===== src/sv/retransmit_timer_queue_defines.svh =====
// Assertion macros for the retransmit timer queue.
// Included by the RTL files that carry concurrent checks; no other dependencies.
`ifndef RETRANSMIT_TIMER_QUEUE_DEFINES_SVH
`define RETRANSMIT_TIMER_QUEUE_DEFINES_SVH
`ifndef ASSERT_OFF
`define RTQ_ASSERT_IMPLY(label, clk, rst_n, ante, cons) \
  label: assert property (@(posedge clk) disable iff (!rst_n) (ante) |-> (cons)) \
    else $error("rtq check failed");
`define RTQ_ASSERT_NEXT(label, clk, rst_n, ante, cons) \
  label: assert property (@(posedge clk) disable iff (!rst_n) (ante) |=> (cons)) \
    else $error("rtq check failed");
`else
`define RTQ_ASSERT_IMPLY(label, clk, rst_n, ante, cons)
`define RTQ_ASSERT_NEXT(label, clk, rst_n, ante, cons)
`endif
`endif


===== src/sv/rtq_pkg.sv =====
// Shared types, codes and reset constants for the retransmit timer queue.
// No dependencies; imported by every module of the block.
`timescale 1ns / 1ps
package rtq_pkg;

  localparam int RTQ_DEPTH  = 16;
  localparam int CFG_IDX_W  = 3;
  localparam int CFG_DATA_W = 33;

  // Register indexes
  localparam logic [CFG_IDX_W-1:0] CFG_IS_SERVER   = 3'd0;
  localparam logic [CFG_IDX_W-1:0] CFG_RETRY_LIMIT = 3'd1;
  localparam logic [CFG_IDX_W-1:0] CFG_FIN_LIMIT   = 3'd2;
  localparam logic [CFG_IDX_W-1:0] CFG_TIMEOUT     = 3'd3;
  localparam logic [CFG_IDX_W-1:0] CFG_MODULUS     = 3'd4;

  // Register reset values
  localparam logic [7:0]  RETRY_LIMIT_RST = 8'd5;
  localparam logic [7:0]  FIN_LIMIT_RST   = 8'd3;
  localparam logic [15:0] TIMEOUT_RST     = 16'd500;
  localparam logic [32:0] MODULUS_RST     = 33'd30720;

  // Request functions
  localparam logic [1:0] FUNC_SEND = 2'd0;
  localparam logic [1:0] FUNC_TICK = 2'd1;
  localparam logic [1:0] FUNC_ACK  = 2'd2;

  // Outcome codes
  localparam logic [2:0] OC_TRANSMIT     = 3'd0;
  localparam logic [2:0] OC_RETRANSMIT   = 3'd1;
  localparam logic [2:0] OC_GIVEN_UP     = 3'd2;
  localparam logic [2:0] OC_FIN_GIVEN_UP = 3'd3;
  localparam logic [2:0] OC_ACKED        = 3'd4;
  localparam logic [2:0] OC_NO_MATCH     = 3'd5;
  localparam logic [2:0] OC_FULL         = 3'd6;
  localparam logic [2:0] OC_IDLE         = 3'd7;

  // One tracked segment; sum is seq + length, kept for ack matching
  typedef struct packed {
    logic [31:0] seq;
    logic [9:0]  len;
    logic        fin;
    logic [7:0]  retries;
    logic [47:0] deadline;
    logic [32:0] sum;
  } rtq_entry_t;

  // Commands broadcast from the controller to every cell
  typedef struct packed {
    logic        capture;
    logic [31:0] ack;
    logic [32:0] modulus;
    logic        append;
    logic        drop_head;
    logic        rotate;
    logic        ack_rm;
    rtq_entry_t  ins;
  } rtq_ctl_t;

endpackage


===== src/sv/rtq_cell.sv =====
// One slot of the segment table: holds an entry, shifts toward the head.
// Depends on rtq_pkg for the entry and command types.
`timescale 1ns / 1ps
module rtq_cell
  import rtq_pkg::*;
(
  input  logic       clk,
  input  logic       rst_n,
  input  rtq_ctl_t   ctl,
  input  logic       prev_valid,
  input  logic       prev_hit,
  input  logic       next_valid,
  input  rtq_entry_t next_entry,
  output logic       valid,
  output rtq_entry_t entry,
  output logic       hit_out,
  output logic       first_hit
);

  logic       valid_r, valid_nxt;
  rtq_entry_t entry_r, entry_nxt;
  logic       match_r, match_nxt;
  logic       own_hit;
  logic       shift;
  logic [32:0] sum_adj;

  // Chain the ack hit so every cell from the oldest match onward shifts
  assign own_hit   = match_r && valid_r;
  assign hit_out   = prev_hit || own_hit;
  assign first_hit = own_hit && !prev_hit;
  assign shift     = ctl.drop_head || ctl.rotate || (ctl.ack_rm && hit_out);

  // Reduce the stored sum once and compare against the ack
  assign sum_adj   = (entry_r.sum >= ctl.modulus) ? entry_r.sum - ctl.modulus : entry_r.sum;
  assign match_nxt = (sum_adj == {1'b0, ctl.ack});

  // Shift from the neighbor, insert at the tail, or append into the first free slot
  always_comb begin
    valid_nxt = valid_r;
    entry_nxt = entry_r;
    if (shift) begin
      if (next_valid) begin
        valid_nxt = 1'b1;
        entry_nxt = next_entry;
      end else if (ctl.rotate && valid_r) begin
        valid_nxt = 1'b1;
        entry_nxt = ctl.ins;
      end else begin
        valid_nxt = 1'b0;
      end
    end else if (ctl.append && !valid_r && prev_valid) begin
      valid_nxt = 1'b1;
      entry_nxt = ctl.ins;
    end
  end

  always_ff @(posedge clk) begin
    if (!rst_n) begin
      valid_r <= 1'b0;
    end else begin
      valid_r <= valid_nxt;
    end
  end

  // Hold payload and the captured match flag
  always_ff @(posedge clk) begin
    entry_r <= entry_nxt;
    if (ctl.capture) begin
      match_r <= match_nxt;
    end
  end

  assign valid = valid_r;
  assign entry = entry_r;

endmodule


===== config.mk =====
export PLATFORM = sky130hd
export DESIGN_NAME = rtq_cell
export DESIGN_NICKNAME = d
export VERILOG_FILES = /design/src/sv/retransmit_timer_queue_defines.svh /design/src/sv/rtq_pkg.sv /design/src/sv/rtq_cell.sv
export SDC_FILE = /design/constraint.sdc
export NUM_CORES = 1
export LEC_CHECK = 0
export ABC_CLOCK_PERIOD_IN_PS = 10710
export BUFFER_PORTS_ARGS = -buffer_cell sky130_fd_sc_hd__buf_2
export CAP_MARGIN = 20
export CORE_AREA = 2 2 184 186
export CTS_CLUSTER_DIAMETER = 100
export CTS_CLUSTER_SIZE = 16
export DETAILED_ROUTE_END_ITERATION = 7
export DIE_AREA = 0 0 186 188
export SLEW_MARGIN = 0
export SYNTH_ARGS = -nofsm -noshare
export SYNTH_HDL_FRONTEND = slang
export SYNTH_SLANG_ARGS = --single-unit

===== constraint.sdc =====
create_clock -name clk -period 10.71 [get_ports clk]
set_input_delay 1.6065 -clock clk [delete_from_list [all_inputs] [get_ports clk]]
set_output_delay 1.6065 -clock clk [all_outputs]
set_load 0.01 [all_outputs]

==> out/results.ini <==
[sta]
hold_viol=0
relSlewSlack_pct=31.2
worst_slack_ns=6.07
fin_setup_tns_ns=0
fin_worst_skew_ns=0.00920
maxSlewViolCount=0
period_needed_ns=4.64
rsz0062_at_grt=no
fmax_mhz=215
finalCritPeriodShare_pct=43.4
worst_pin_slew_ns=1.03
setup_viol=0

[placed_design]
gp_congestion=0.925
place_area_um2=11600
portBuffers=473
hpwl_um=32100
pre_cts_ws_ns=5.73

[logic_synthesis]
synth_area_leaders=edfxtp_1, mux2_2, ha_1, xnor2_1, inv_1
syn_nets=1132
ys_async_sr_fraction_pct=0
synth_top_area_share_pct=45.3
synth_warnings=0
yosys.cell_types.count=89
syn_area_um2=8810
syn-instance-count=759
yosysSeqAreaShare_pct=45.5
synth.avg_cell_area_um2=11.6
synth_ff_type=edfxtp_1
post-synth-top-area-cell=edfxtp_1
synth_edf_count=133
ys_seq_elements=134

[global_route]
grt_max_degree=77
track_usage_pct=21.6
grt_pass1_wl_um=54000
overflow=0
antenna_found_initial=24
grt_pass1_vias=8558

[cells_and_area]
syn2layout_area_growth_pct=38.4
nets=1595
n_fill_cell=3379
layout_common_cells=buf_2, edfxtp_1, mux2_2, inv_1, a21oi_1
drive_gt1_share_pct=54.2
final_area_um2=12200
final_common_cell=buf_2

[clock_network]
htree_num_levels=4
cts-hold-fix-buffers=0
cts_num_sinks=134
clk_pin_slew_ns=0.06
clockBufferDepth=2
cts_setup_buffers=0
numCtsBuffers=17
cts_tree=done
insertion_delay_ns=0.43
cts-root-buf=clkbuf_16
cts_resized=0

[power_and_ir_drop]
p_per_area_nw_per_um2=149
p_leak_uw=0.00543
vdd_drop_max_mv=0.102
totalPowerFinal_uw=1820

[route]
wirelength_um=38500
ant_nets=0
vias_per_cell=4.93
via_count=8355
drtIter0Drc=577
drt-wirelength-per-cell_um=22.7
drc=0
dr.pass1.iters=5

[critical_path]
cp_max_fo=22
r2r-end=match_r
critPathCaptureType=flip-flop
crit_buf_inv=2
cp_data_required_time_ns=11.00
r2r_start=entry[12]
crit_path_start_kind=input pin
crit_top_cell=nand4_1
cp.arrival_ns=4.93
r2r_slack_ns=6.74
crit_chain=buf_2 -> inv_1 -> ha_1 -> nand4_1 -> nor2_1 -> nand4_1 -> o311ai_2 -> or2_4 -> mux2i_1 -> o22ai_1 -> a211o_1 -> a2111oi_2 -> and4_1
critical_path_class=input pin to flip-flop
critical_path.max_stage_delay_ns=0.47
critPathSlowestCell=ha_1
cp_top_family=simple AND/OR/NAND/NOR gates
reg2reg_depth=11

[die]
io_pins=474
num_rows=67
die_area_um2=35000
fp.dieW_um=186
dieHeight_um=188
start_util_pct=26.6
core-area_um2=33100

[min_path]
whs_path_depth=3
holdPathEnd=valid
hp-start=valid
hold_class=flip-flop to flip-flop

[outcome]
status=complete, no violations

[job]
cap_violations=0

## synth_stat cells (5+ instances only)
library cell  number
edfxtp_1         133
mux2_2           132
inv_1             58
a21oi_1           38
nand2_1           35
ha_1              33
xnor2_1           27
o21ai_0           26
nor2_1            23
xor2_1            19
a21o_1            17
nand4_1           15
nand3_1           12
a31oi_1           11
clkbuf_1          10
nor3_1            10
buf_2              8
nand2b_1           8
buf_6              7
mux2i_1            7
o22ai_1            7
a21boi_0           6
and3_2             6
o31ai_1            6
buf_1              5
o211ai_1           5
o21ai_1            5
## kinds of logic (layout without fill, tap and decap cells)
kind of cell	count (synthesis)	in the layout	synth area share [%]
AO/OA/AOI/OAI	173	173	13.8
XOR/XNOR	46	46	4.57
adder cells (fa/ha/maj)	34	34	4.91
buffers and inverters	91	567	4.78
flip-flops	134	134	45.5
multiplexers	139	139	17.7
other	0	13	0
AND/OR/NAND/NOR	142	142	8.70
## how the worst max path moves through the flow
stage	startpoint	endpoint	slack (ns)	depth (start not counted)
after floorplan	prev_hit	entry[0]	1.54	3
after global placement	ctl[148]	match_r	5.72	13
after detailed placement	ctl[149]	match_r	5.73	13
after CTS	ctl[149]	match_r	6.17	13
after global routing	ctl[149]	match_r	5.98	13
final	ctl[149]	match_r	6.07	13
## tightest hold or removal path: stages, from the launching register on
cell and delay [ns]:
dfxtp_1 0.33, inv_1 0.08, o21ai_0 0.08, o311a_1 0.12
## power breakdown
group / switching, uW / internal, uW / total [uW]
logic: 318 / 237 / 554
registers: 31.2 / 648 / 679
clock network: 242 / 346 / 588
total: 590 / 1230 / 1820
## final cells by class
| cell class | count | area (um2) | share of cell area [%] |
|---|---|---|---|
| multi-input cells | 534 | 4400 | 36.0 |
| clock buffers | 19 | 433 | 3.55 |
| diodes | 13 | 32.5 | 0.267 |
| clock inverters | 13 | 146 | 1.20 |
| well taps | 448 | 561 | 4.60 |
| flip-flops and latches | 134 | 4010 | 32.9 |
| repair buffers | 477 | 2400 | 19.7 |
| inverters | 58 | 218 | 1.78 |
## flip-flops by register name, indices dropped and copies added (netlist names)
register	cells
valid	1
match_r	1
entry	132
## per-layer routing
metal | part of all wire, % | vias up | GRT usage (%)
met5 | 0.32 | - | 0
met4 | 3.3 | 18 | 9.48
met3 | 8.8 | 81 | 7.01
met2 | 51 | 386 | 37.5
met1 | 36 | 4027 | 23.8
li1 | - | 3843 | -
## per-stage QoR
stage	utilization [%]	instances	hold WS, ns
2_1_floorplan	-	759	0.632
3_3_place_gp	35.0	1651	0.615
3_5_place_dp	35.0	1651	0.644
4_1_cts	36.7	1683	0.652
5_1_grt	36.8	1691	0.721
6_report	36.8	1696	0.654
Power figures use the tool's default switching activity.
