<file path="src/sv/retransmit_timer_queue_defines.svh">
// Assertion macros for the retransmit timer queue.
// Included by the RTL files that carry concurrent checks; no other dependencies.
`ifndef RETRANSMIT_TIMER_QUEUE_DEFINES_SVH
`define RETRANSMIT_TIMER_QUEUE_DEFINES_SVH
`ifndef ASSERT_OFF
`define RTQ_ASSERT_IMPLY(label, clk, rst_n, ante, cons) \
  label: assert property (@(posedge clk) disable iff (!rst_n) (ante) |-> (cons)) \
    else $error("rtq check failed");
`define RTQ_ASSERT_NEXT(label, clk, rst_n, ante, cons) \
  label: assert property (@(posedge clk) disable iff (!rst_n) (ante) |=> (cons)) \
    else $error("rtq check failed");
`else
`define RTQ_ASSERT_IMPLY(label, clk, rst_n, ante, cons)
`define RTQ_ASSERT_NEXT(label, clk, rst_n, ante, cons)
`endif
`endif

</file>
<file path="src/sv/rtq_pkg.sv">
// Shared types, codes and reset constants for the retransmit timer queue.
// No dependencies; imported by every module of the block.
`timescale 1ns / 1ps
package rtq_pkg;

  localparam int RTQ_DEPTH  = 16;
  localparam int CFG_IDX_W  = 3;
  localparam int CFG_DATA_W = 33;

  // Register indexes
  localparam logic [CFG_IDX_W-1:0] CFG_IS_SERVER   = 3'd0;
  localparam logic [CFG_IDX_W-1:0] CFG_RETRY_LIMIT = 3'd1;
  localparam logic [CFG_IDX_W-1:0] CFG_FIN_LIMIT   = 3'd2;
  localparam logic [CFG_IDX_W-1:0] CFG_TIMEOUT     = 3'd3;
  localparam logic [CFG_IDX_W-1:0] CFG_MODULUS     = 3'd4;

  // Register reset values
  localparam logic [7:0]  RETRY_LIMIT_RST = 8'd5;
  localparam logic [7:0]  FIN_LIMIT_RST   = 8'd3;
  localparam logic [15:0] TIMEOUT_RST     = 16'd500;
  localparam logic [32:0] MODULUS_RST     = 33'd30720;

  // Request functions
  localparam logic [1:0] FUNC_SEND = 2'd0;
  localparam logic [1:0] FUNC_TICK = 2'd1;
  localparam logic [1:0] FUNC_ACK  = 2'd2;

  // Outcome codes
  localparam logic [2:0] OC_TRANSMIT     = 3'd0;
  localparam logic [2:0] OC_RETRANSMIT   = 3'd1;
  localparam logic [2:0] OC_GIVEN_UP     = 3'd2;
  localparam logic [2:0] OC_FIN_GIVEN_UP = 3'd3;
  localparam logic [2:0] OC_ACKED        = 3'd4;
  localparam logic [2:0] OC_NO_MATCH     = 3'd5;
  localparam logic [2:0] OC_FULL         = 3'd6;
  localparam logic [2:0] OC_IDLE         = 3'd7;

  // One tracked segment; sum is seq + length, kept for ack matching
  typedef struct packed {
    logic [31:0] seq;
    logic [9:0]  len;
    logic        fin;
    logic [7:0]  retries;
    logic [47:0] deadline;
    logic [32:0] sum;
  } rtq_entry_t;

  // Commands broadcast from the controller to every cell
  typedef struct packed {
    logic        capture;
    logic [31:0] ack;
    logic [32:0] modulus;
    logic        append;
    logic        drop_head;
    logic        rotate;
    logic        ack_rm;
    rtq_entry_t  ins;
  } rtq_ctl_t;

endpackage

</file>
<file path="src/sv/rtq_ctrl.sv">
// Request sequencer: captures a request, decides the table command, registers the result.
// Depends on rtq_pkg for codes and types.
`timescale 1ns / 1ps
module rtq_ctrl
  import rtq_pkg::*;
(
  input  logic        clk,
  input  logic        rst_n,
  input  logic        start,
  output logic        busy,
  input  logic [1:0]  in_func,
  input  logic [31:0] in_seq_num,
  input  logic [9:0]  in_data_length,
  input  logic        in_is_fin,
  input  logic        in_needs_ack,
  input  logic [31:0] in_ack_num,
  input  logic [47:0] in_now_ms,
  input  logic        cfg_is_server,
  input  logic [7:0]  cfg_retry_limit,
  input  logic [7:0]  cfg_fin_limit,
  input  logic [15:0] cfg_timeout,
  input  logic [32:0] cfg_modulus,
  input  logic        head_valid,
  input  rtq_entry_t  head_entry,
  input  logic        full,
  input  logic        any_hit,
  input  rtq_entry_t  hit_entry,
  output rtq_ctl_t    ctl,
  output logic        out_valid,
  output logic [2:0]  out_outcome,
  output logic [31:0] out_seq,
  output logic [9:0]  out_length,
  output logic        out_fin,
  output logic [7:0]  out_retries,
  output logic        out_stop_request
);

  logic        busy_r;
  logic [1:0]  req_func_r;
  logic [31:0] req_seq_r;
  logic [9:0]  req_len_r;
  logic        req_fin_r;
  logic        req_need_r;
  logic [47:0] req_now_r;

  logic        out_valid_r;
  logic [2:0]  outcome_r, outcome_nxt;
  logic [31:0] seq_r, seq_nxt;
  logic [9:0]  len_r, len_nxt;
  logic        fin_r, fin_nxt;
  logic [7:0]  retries_r, retries_nxt;
  logic        stop_r, stop_nxt;

  logic        accept;
  logic [47:0] deadline_new;
  logic [8:0]  retry_inc;
  logic        tick_due;
  logic        give_up;
  logic        fin_give_up;
  logic        append, drop_head, rotate, ack_rm;
  rtq_entry_t  ins;

  assign accept = start && !busy_r;

  // Execute in the cycle after accept
  always_ff @(posedge clk) begin
    if (!rst_n) begin
      busy_r      <= 1'b0;
      out_valid_r <= 1'b0;
    end else begin
      busy_r      <= accept;
      out_valid_r <= busy_r;
    end
  end

  // Capture the request
  always_ff @(posedge clk) begin
    if (accept) begin
      req_func_r <= in_func;
      req_seq_r  <= in_seq_num;
      req_len_r  <= in_data_length;
      req_fin_r  <= in_is_fin;
      req_need_r <= in_needs_ack;
      req_now_r  <= in_now_ms;
    end
  end

  // Timer and retry arithmetic on the head entry
  assign deadline_new = req_now_r + {32'd0, cfg_timeout};
  assign retry_inc    = {1'b0, head_entry.retries} + 9'd1;
  assign tick_due     = head_valid && (head_entry.deadline < req_now_r);
  assign give_up      = retry_inc > {1'b0, cfg_retry_limit};
  assign fin_give_up  = (retry_inc > {1'b0, cfg_fin_limit}) && head_entry.fin && !cfg_is_server;

  // Decide the table command and the result
  always_comb begin
    append      = 1'b0;
    drop_head   = 1'b0;
    rotate      = 1'b0;
    ack_rm      = 1'b0;
    ins.seq      = req_seq_r;
    ins.len      = req_len_r;
    ins.fin      = req_fin_r;
    ins.retries  = 8'd0;
    ins.deadline = deadline_new;
    ins.sum      = {1'b0, req_seq_r} + {23'd0, req_len_r};
    outcome_nxt = OC_IDLE;
    seq_nxt     = 32'd0;
    len_nxt     = 10'd0;
    fin_nxt     = 1'b0;
    retries_nxt = 8'd0;
    stop_nxt    = 1'b0;
    case (req_func_r)
      FUNC_SEND: begin
        seq_nxt     = req_seq_r;
        len_nxt     = req_len_r;
        fin_nxt     = req_fin_r;
        outcome_nxt = (req_need_r && full) ? OC_FULL : OC_TRANSMIT;
        append      = busy_r && req_need_r && !full;
      end
      FUNC_TICK: begin
        if (tick_due) begin
          seq_nxt     = head_entry.seq;
          len_nxt     = head_entry.len;
          fin_nxt     = head_entry.fin;
          retries_nxt = retry_inc[8] ? 8'hFF : retry_inc[7:0];
          if (give_up) begin
            drop_head   = busy_r;
            outcome_nxt = OC_GIVEN_UP;
            stop_nxt    = !cfg_is_server;
          end else if (fin_give_up) begin
            drop_head   = busy_r;
            outcome_nxt = OC_FIN_GIVEN_UP;
            stop_nxt    = 1'b1;
          end else begin
            rotate      = busy_r;
            outcome_nxt = OC_RETRANSMIT;
            ins         = head_entry;
            ins.retries = retry_inc[7:0];
            ins.deadline = deadline_new;
          end
        end
      end
      FUNC_ACK: begin
        if (any_hit) begin
          ack_rm      = busy_r;
          outcome_nxt = OC_ACKED;
          seq_nxt     = hit_entry.seq;
          len_nxt     = hit_entry.len;
          fin_nxt     = hit_entry.fin;
          retries_nxt = hit_entry.retries;
        end else begin
          outcome_nxt = OC_NO_MATCH;
        end
      end
      default: begin
        outcome_nxt = OC_IDLE;
      end
    endcase
  end

  // Register the result
  always_ff @(posedge clk) begin
    if (busy_r) begin
      outcome_r <= outcome_nxt;
      seq_r     <= seq_nxt;
      len_r     <= len_nxt;
      fin_r     <= fin_nxt;
      retries_r <= retries_nxt;
      stop_r    <= stop_nxt;
    end
  end

  assign ctl.capture   = accept;
  assign ctl.ack       = in_ack_num;
  assign ctl.modulus   = cfg_modulus;
  assign ctl.append    = append;
  assign ctl.drop_head = drop_head;
  assign ctl.rotate    = rotate;
  assign ctl.ack_rm    = ack_rm;
  assign ctl.ins       = ins;

  assign busy             = busy_r;
  assign out_valid        = out_valid_r;
  assign out_outcome      = outcome_r;
  assign out_seq          = seq_r;
  assign out_length       = len_r;
  assign out_fin          = fin_r;
  assign out_retries      = retries_r;
  assign out_stop_request = stop_r;

endmodule

</file>
<file path="config.mk">
export PLATFORM = sky130hd
export DESIGN_NAME = rtq_ctrl
export DESIGN_NICKNAME = d
export VERILOG_FILES = /design/src/sv/retransmit_timer_queue_defines.svh /design/src/sv/rtq_pkg.sv /design/src/sv/rtq_ctrl.sv
export SDC_FILE = /design/constraint.sdc
export NUM_CORES = 1
export LEC_CHECK = 0
export BUFFER_PORTS_ARGS = -buffer_cell sky130_fd_sc_hd__buf_2
export CORE_AREA = 2 2 281 283
export CTS_CLUSTER_SIZE = 40
export DETAILED_ROUTE_END_ITERATION = 8
export DIE_AREA = 0 0 283 285
export HOLD_SLACK_MARGIN = 0.15
export PLACE_DENSITY = 0.47
export SKIP_LAST_GASP = 1
export SLEW_MARGIN = 10
export SYNTH_ARGS = -nofsm -noshare
export SYNTH_HDL_FRONTEND = slang
export SYNTH_SLANG_ARGS = --single-unit
</file>
<file path="constraint.sdc">
create_clock -name clk -period 6.43 [get_ports clk]
set_input_delay 0.3215 -clock clk [delete_from_list [all_inputs] [get_ports clk]]
set_output_delay 0.3215 -clock clk [all_outputs]
set_load 0.02 [all_outputs]
</file>
==> impl_metrics.py <==
metrics = {
    "status": {
        "status": "finished clean",
    },
    "route": {
        "vias_per_cell": 3.91,
        "ant_nets": 0,
        "drt-total-wl_mm": 49.6,
        "wl_met3_mm": 4.13,
        "first_pass_iters": 8,
        "wl_met2_mm": 24.7,
        "top_layer": "met5",
        "drt_iter0_markers": 624,
        "vias": 10456,
        "wl_met1_mm": 18.1,
        "remaining_drc_errors": 0,
        "wl_per_cell_um": 18.5,
    },
    "timing": {
        "rsz0062_at_grt": "no",
        "worst_pin_slew_ns": 1.05,
        "hold_violations": 0,
        "clock-skew-final_ns": 0.0187,
        "setup_viol_count_final": 0,
        "slew-limit-headroom_pct": 30.0,
        "final_max_slew_viol_count": 0,
        "fin_crit_sh_pct": 81.3,
        "max_freq_mhz": 191,
        "fin_crit_ns": 5.23,
        "setup_tns_ns": 0,
    },
    "synth": {
        "synth-async-reset-ratio_pct": 0,
        "synth.distinct_cells": 56,
        "avgSynthCellArea_um2": 10.7,
        "synth_cells": 1032,
        "syn_nets": 1590,
        "synth_edf_count": 149,
        "syn-cell-area_um2": 11000,
        "ys_ff_latch": 151,
        "synthFlopType": "edfxtp_1",
        "yosysWarnings": 0,
        "seq_area_frac_synth_pct": 41.0,
    },
    "global_route": {
        "grt_max_degree": 97,
        "grt_usage_pct": 12.0,
        "grt_overflow": 0,
        "grt_pass1_vias": 10827,
        "grt_pass1_wl_mm": 70.4,
        "antenna_found_initial": 3,
    },
    "pwr": {
        "internal-power_mw": 2.11,
        "power.share.sequential_pct": 38.6,
        "swShare_pct": 32.6,
        "p_leak_nw": 7.18,
        "p_comb_share_pct": 28.2,
        "clkPwrFrac_pct": 33.2,
        "fin_total_pwr_mw": 3.13,
        "power_density_nw_per_um2": 191,
        "switching_power_mw": 1.02,
        "ir_drop_v": 0.000197,
    },
    "critical_path": {
        "critPathArrivalTime_ns": 4.91,
        "critPathRequiredTime_ns": 6.11,
        "cp_max_fo": 53,
        "timing_worst_setup_path_type": "reg2out",
        "start_kind": "register",
        "crit_path_end_kind": "output pin",
    },
    "cts": {
        "root_buffer": "clkbuf_16",
        "cts.clk_slew.worst_paths_ns": 0.07,
        "cts-resized-gates": 0,
        "post_cts_buffers": 0,
        "tritoncts": "yes",
        "clock_latency_ns": 0.50,
        "cts_made_buffers": 17,
        "ctsLongestPathBuffers": 2,
        "clock-sinks": 151,
        "htreeDepth": 4,
    },
    "floorplanning": {
        "rows": 103,
        "die_area_um2": 80700,
        "pin_count": 721,
        "fp.dieW_um": 283,
        "die_h_um": 285,
        "initial_core_util_pct": 14.1,
        "coreArea_um2": 78000,
    },
    "worst_hold_path": {
        "hp-class": "in2reg",
    },
    "placement": {
        "portBuffers": 509,
        "gp_congestion": 0.931,
        "hpwl_mm": 40.0,
    },
    "layout": {
        "nets": 2169,
        "postLayoutCoreUtil_pct": 20.9,
        "num-fill-cells": 8616,
        "areaGrowthSynthToFinish_pct": 48.3,
        "final_layout_size_suffix_gt1_share_pct": 39.0,
    },
    "run": {
        "max_cap_violations": 0,
    },
}
sequential cells by signal, indices dropped and copies added, names as in the netlist:
signal and count:
req_need_r 1, out_outcome 3, req_fin_r 1, req_seq_r 32, out_seq 32, out_stop_request 1
req_len_r 10, out_fin 1, out_retries 8, req_func_r 2, out_length 10, out_valid 1
busy 1, req_now_r 48
layer usage:
layer / global-route usage (%) / up-vias
met3: 3.90 / 125
met2: 21.1 / 528
met5: 0 / -
met1: 12.4 / 4884
met4: 7.17 / 2
li1: - / 4917
synth_stat cells, drive strengths merged (6+ instances only):
cell type / instances / area [um^2]
edfxtp: 149 / 4470
ha: 94 / 1180
inv: 83 / 312
buf: 80 / 602
nor2: 76 / 285
mux2: 75 / 957
xnor2: 57 / 499
nand2: 48 / 183
a222oi: 43 / 430
a21oi: 38 / 190
nand3: 30 / 150
o21ai: 29 / 145
clkbuf: 26 / 97.6
nand4: 24 / 150
xor2: 23 / 201
and3: 20 / 125
a21o: 19 / 143
nor3: 19 / 95.1
nor2b: 12 / 75.1
nor3b: 9 / 67.6
a21boi: 8 / 60.1
o21a: 7 / 52.6
a211oi: 6 / 45.0
a31oi: 6 / 37.5
power groups by stage:
stage	Combinational [mW]	Sequential (mW)	Clock, mW
CTS	0.890	1.21	1.10
detailed placement	0.813	1.23	0
global route	0.955	1.21	1.12
floorplan	0.509	1.23	0
finish	0.881	1.21	1.04
global placement	0.806	1.23	0
worst paths after layout:
| check | start | to | slack [ns] | depth (start not counted) |
|---|---|---|---|---|
| min reg2reg | busy | out_retries[0] | 0.61 | 0 |
| max reg2reg | req_now_r[1] | out_seq[12] | 1.92 | 11 |
| max | req_now_r[37] | ctl[6] | 1.20 | 11 |
| min | head_entry[108] | out_seq[8] | 0.20 | 3 |
final cells by class:
cell class,count,area (um^2),area share [%]
multi-input cells,692,5510,33.7
flip-flops and latches,151,4520,27.7
repair buffers,666,4110,25.2
well taps,1050,1310,8.05
clock buffers,20,437,2.67
inverters,83,312,1.91
clock inverters,12,129,0.789
diodes,1,2.50,0.0153
per-stage QoR:
| stage | cells | worst slack (ns) | area [um^2] | hold WS [ns] |
|---|---|---|---|---|
| floorplan | 1032 | 0.00423 | 11000 | 0.420 |
| global placement | 2494 | 1.34 | 14300 | 0.499 |
| detailed placement | 2494 | 1.33 | 14300 | 0.500 |
| CTS | 2674 | 0.976 | 16300 | 0.150 |
| global route | 2674 | 0.823 | 16300 | 0.177 |
| finish | 2675 | 1.20 | 16300 | 0.201 |
cells by family (layout without fill, tap and decap cells):
logic type      after synthesis  count (layout)  synth area share [%]
other cells                   0               1                     0
fa+ha+maj                    96              96                  11.0
mux                          76              76                  8.79
simple gates                264             264                  12.0
compound gates              176             176                  11.6
xor+xnor                     80              80                  6.37
flops                       151             151                  41.0
buf+inv                     189             781                  9.18
timing repair:
| action | CTS | global route |
|---|---|---|
| hold buffers | 148 | 0 |
| setup endpoints to repair | 0 | 0 |
| hold endpoints to repair | 137 | 0 |
worst max-delay path, stage by stage, from the launching register on:
cell,delay (ns)
edfxtp_1,0.41
inv_1,0.06
ha_1,0.29
nand4_1,0.20
or3_1,0.45
nor4_1,0.52
a31oi_1,0.39
and3_2,0.37
nand2_4,0.59
buf_4,0.48
mux2_2,0.38
buf_2,0.16
placed cells by master (no fill, tap or decap), types with 43 or more instances in the layout:
cell           Yosys  routed
xnor2_1           57      57
mux2_2            45      45
nor2_1            76      76
inv_1             83      83
dlygate4sd3_1      0     148
edfxtp_1         149     149
ha_1              94      92
buf_2              4     509
a222oi_1          43      43
nand2_1           47      47
Note: power is estimated with default switching activity, not from simulation.
